==> src/rtl/core/gcfsp_pkg.sv <==
// ----------------------------------------------------------------------------
// gcfsp_pkg
// Shared types and constants of the conflict-free set partition block.
// ----------------------------------------------------------------------------
package gcfsp_pkg;

  localparam int unsigned REG_W = 13;
  localparam int unsigned IDX_W = 10;

  typedef enum logic [2:0] {
    REG_MIN_SEP_X = 3'd0,
    REG_MIN_SEP_Y = 3'd1,
    REG_MIN_SEP_Z = 3'd2,
    REG_GRID_X    = 3'd3,
    REG_GRID_Y    = 3'd4,
    REG_GRID_Z    = 3'd5
  } reg_idx_t;

  typedef struct packed {
    logic [REG_W-1:0] sep_x;
    logic [REG_W-1:0] sep_y;
    logic [REG_W-1:0] sep_z;
    logic [REG_W-1:0] grid_x;
    logic [REG_W-1:0] grid_y;
    logic [REG_W-1:0] grid_z;
  } sep_cfg_t;

  typedef enum logic [3:0] {
    ST_IDLE,
    ST_OPEN,
    ST_SCAN,
    ST_FETCH,
    ST_CMP_RD,
    ST_CMP_CHK,
    ST_SWAP_RD,
    ST_SWAP_WR,
    ST_SWAP_WR2,
    ST_CLOSE,
    ST_READ
  } state_t;

endpackage

==> src/rtl/core/gcfsp_clash.sv <==
// ----------------------------------------------------------------------------
// gcfsp_clash
// Separation check of two points on three axes with wrapped distance.
// ----------------------------------------------------------------------------
module gcfsp_clash #(
  parameter int COORD_BITS = 12
) (
  input  logic [3*COORD_BITS-1:0] pt_a,
  input  logic [3*COORD_BITS-1:0] pt_b,
  input  gcfsp_pkg::sep_cfg_t     cfg,
  output logic                    clash
);

  localparam int DW = COORD_BITS + 15;

  function automatic logic axis_clash(input logic [COORD_BITS-1:0] a,
                                      input logic [COORD_BITS-1:0] b,
                                      input logic [gcfsp_pkg::REG_W-1:0] sep,
                                      input logic [gcfsp_pkg::REG_W-1:0] grid);
    logic signed [DW-1:0] sa;
    logic signed [DW-1:0] sb;
    logic signed [DW-1:0] d;
    logic signed [DW-1:0] s;
    logic signed [DW-1:0] g;
    sa = DW'($signed(a));
    sb = DW'($signed(b));
    d  = sa - sb;
    if (d < 0) begin
      d = -d;
    end
    s = $signed(DW'(sep));
    g = $signed(DW'(grid));
    return (d < s) || ((g - d) < s);
  endfunction

  assign clash =
    axis_clash(pt_a[3*COORD_BITS-1:2*COORD_BITS], pt_b[3*COORD_BITS-1:2*COORD_BITS],
               cfg.sep_x, cfg.grid_x) ||
    axis_clash(pt_a[2*COORD_BITS-1:COORD_BITS], pt_b[2*COORD_BITS-1:COORD_BITS],
               cfg.sep_y, cfg.grid_y) ||
    axis_clash(pt_a[COORD_BITS-1:0], pt_b[COORD_BITS-1:0], cfg.sep_z, cfg.grid_z);

endmodule

==> config.mk <==
export PLATFORM = sky130hd
export DESIGN_NAME = gcfsp_clash
export DESIGN_NICKNAME = d
export VERILOG_FILES = /design/src/rtl/core/gcfsp_pkg.sv /design/src/rtl/core/gcfsp_clash.sv
export SDC_FILE = /design/constraint.sdc
export NUM_CORES = 1
export LEC_CHECK = 0
export BUFFER_PORTS_ARGS = -buffer_cell sky130_fd_sc_hd__clkbuf_2
export CAP_MARGIN = 5
export CORE_ASPECT_RATIO = 2
export CORE_MARGIN = 2
export CORE_UTILIZATION = 55
export DETAILED_ROUTE_END_ITERATION = 10
export PLACE_DENSITY = 0.82
export SLEW_MARGIN = 10
export SYNTH_ARGS = -nofsm -noshare
export SYNTH_HDL_FRONTEND = slang
export SYNTH_SLANG_ARGS = --single-unit
==> constraint.sdc <==
create_clock -name vclk -period 9.7
set_input_delay 1.455 -clock vclk [all_inputs]
set_output_delay 1.455 -clock vclk [all_outputs]
set_load 0.005 [all_outputs]
==> impl_results.md <==
* I/O Pins at 151
* Hold buffers post-CTS at 0
* RSZ-0062 raised after global routing: false
* Initial Util at 55.64%
* FFs & Latches at 0
* PD cells at 153.9 nW/um^2
* Net count after synthesis at 1,125
* Synth Warn # at 0
* Total GRT Usage at 25.33%
* FF+latch area at 0 um^2
* HPWL after DPL at 14,170 um
* Die Y at 151.9 um
* Total Power at 1.070 mW
* Synth Cell Area at 6015 um^2
* Port buffer count at 151
* Buf/Inv on CP at 3
* Layout fillers at 1,020
* Initial antenna violation count at 0
* Max_cap viols at 0
* Max incr delay on CP at 430 ps
* Worst Path Arrival at 7170 ps
* Seq/Total Area, Yosys at 0%
* Wire per inst at 13.89 um
* Fin. Hold Viols at 0
* Post_cts resized at 0
* Setup tns final at 0 ps
* VDD IR-drop max at 0.08321 mV
* Worst-Margin Slew at 628.5 ps
* Placement Setup Slack at 1130 ps
* Crit start category: input port
* Global-route wire length before repair at 25,430 um
* CP most frequent cell: ha_1
* Worst setup EP type: output port
* Postcts setup bufs at 0
* GPL Wtd Cong at 0.9207
* Most frequent cells in the layout: clkbuf_2, ha_1, inv_1, nor2_1, xnor2_1
* HP Class: in -> out
* Commonest non-fill, non-tap cell in the layout: clkbuf_2
* Final nets at 1,277
* Hold depth at 6
* Netlist cell types at 62
* Worst path depth at 28
* Max Freq at 116.0 MHz
* Final period utilization at 88.87%
* P_leak at 3.724 nW
* Share of cells above drive strength 1 at 18.27%
* Max FO, Critical Path at 9
* Chip Width at 77.95 um
* ANT nets after route at 0
* DR pass1 iterations at 4
* Pin count of the biggest net entering global routing at 14
* Min Clock Period, post-route at 8621 ps
* Row count at 54
* Crit path kind: in -> out
* Final Slew Violations at 0
* Via density at 5.629
* Status: finished, final reports clean
* Core ar. at 10,810 um^2
* # DRC at 0
* Req. time, crit path at 8250 ps
* Max_slew headroom at 57.55%
* Vias post-DR at 6,243
* Final wirelength at 15,410 um
* DIE AREA at 11,840 um^2
* Vias in the first global route at 6,187
* Cells after Synth at 819
* CP max stage cell: o311ai_0
* Clock buffers at 0
* 1st-iter DRT viols at 107
* Syn-to-layout area delta at 15.54%
* Ant. Diodes at 0
* Area of the multi-input gates at 5583 um^2
* Synth Area per Inst at 7.344 um^2
* Remaining Overflow, GRT at 0
* Final-report setup violation count at 0
* Setup WS post-layout at 1079 ps
* Top delay family on crit path: compound AO/OA/AOI/OAI gates
through the flow:
stage / utilization [%] / instances / hold WS (ps) / cell area (um^2)
final: 64.28 / 1109 / 3600 / 6949
after CTS: 64.28 / 1109 / 3610 / 6949
after global placement: 64.28 / 1109 / 3610 / 6949
after floorplan: - / 819 / 3332 / 6015
after global routing: 64.28 / 1109 / 3661 / 6949
after detailed placement: 64.28 / 1109 / 3613 / 6949
cell families after synthesis:
family	Yosys count	synth area share (%)
and+or+nand+nor	231	19.41
AOI/OAI and AO/OA	204	23.59
adders and majority gates	156	33.20
buffers and inverters	115	7.177
xor gates and xnor gates	111	16.29
muxes	2	0.3329
cells in the mapped netlist, drive strengths merged, types with 18 or more instances:
master	number	share of area [%]
a21oi	40	3.3
inv	112	7.0
xor2	46	6.8
xnor2	65	9.5
ha	150	31
nor3	20	1.7
o21ai	33	2.7
a21o	19	2.4
nand2	46	2.9
nor2	67	4.2
nor2b	18	1.9
o21a	19	2.4
power breakdown:
group	internal (mW)	total [mW]	switching, mW
clock network	0	0	0
registers	0	0	0
logic	0.491	1.07	0.579
total	0.491	1.07	0.579
worst paths after layout:
check,from,end,slack (ps)
min,cfg[22],clash,3600
max,pt_a[24],clash,1080
cell type report:
class              instances  area share (%)
multi-input cells        704           80.34
inverters                112           6.050
well taps                140           2.521
repair buffers           153           11.09
routing by layer:
metal / up-vias / track usage, % / routed length (um)
met5: - / 0 / 0
met4: 0 / 10.53 / 717
met3: 39 / 0.8314 / 414
met2: 145 / 54.60 / 8998
met1: 2834 / 22.98 / 5278
li1: 3225 / - / -
(Power assumes the default switching activity.)
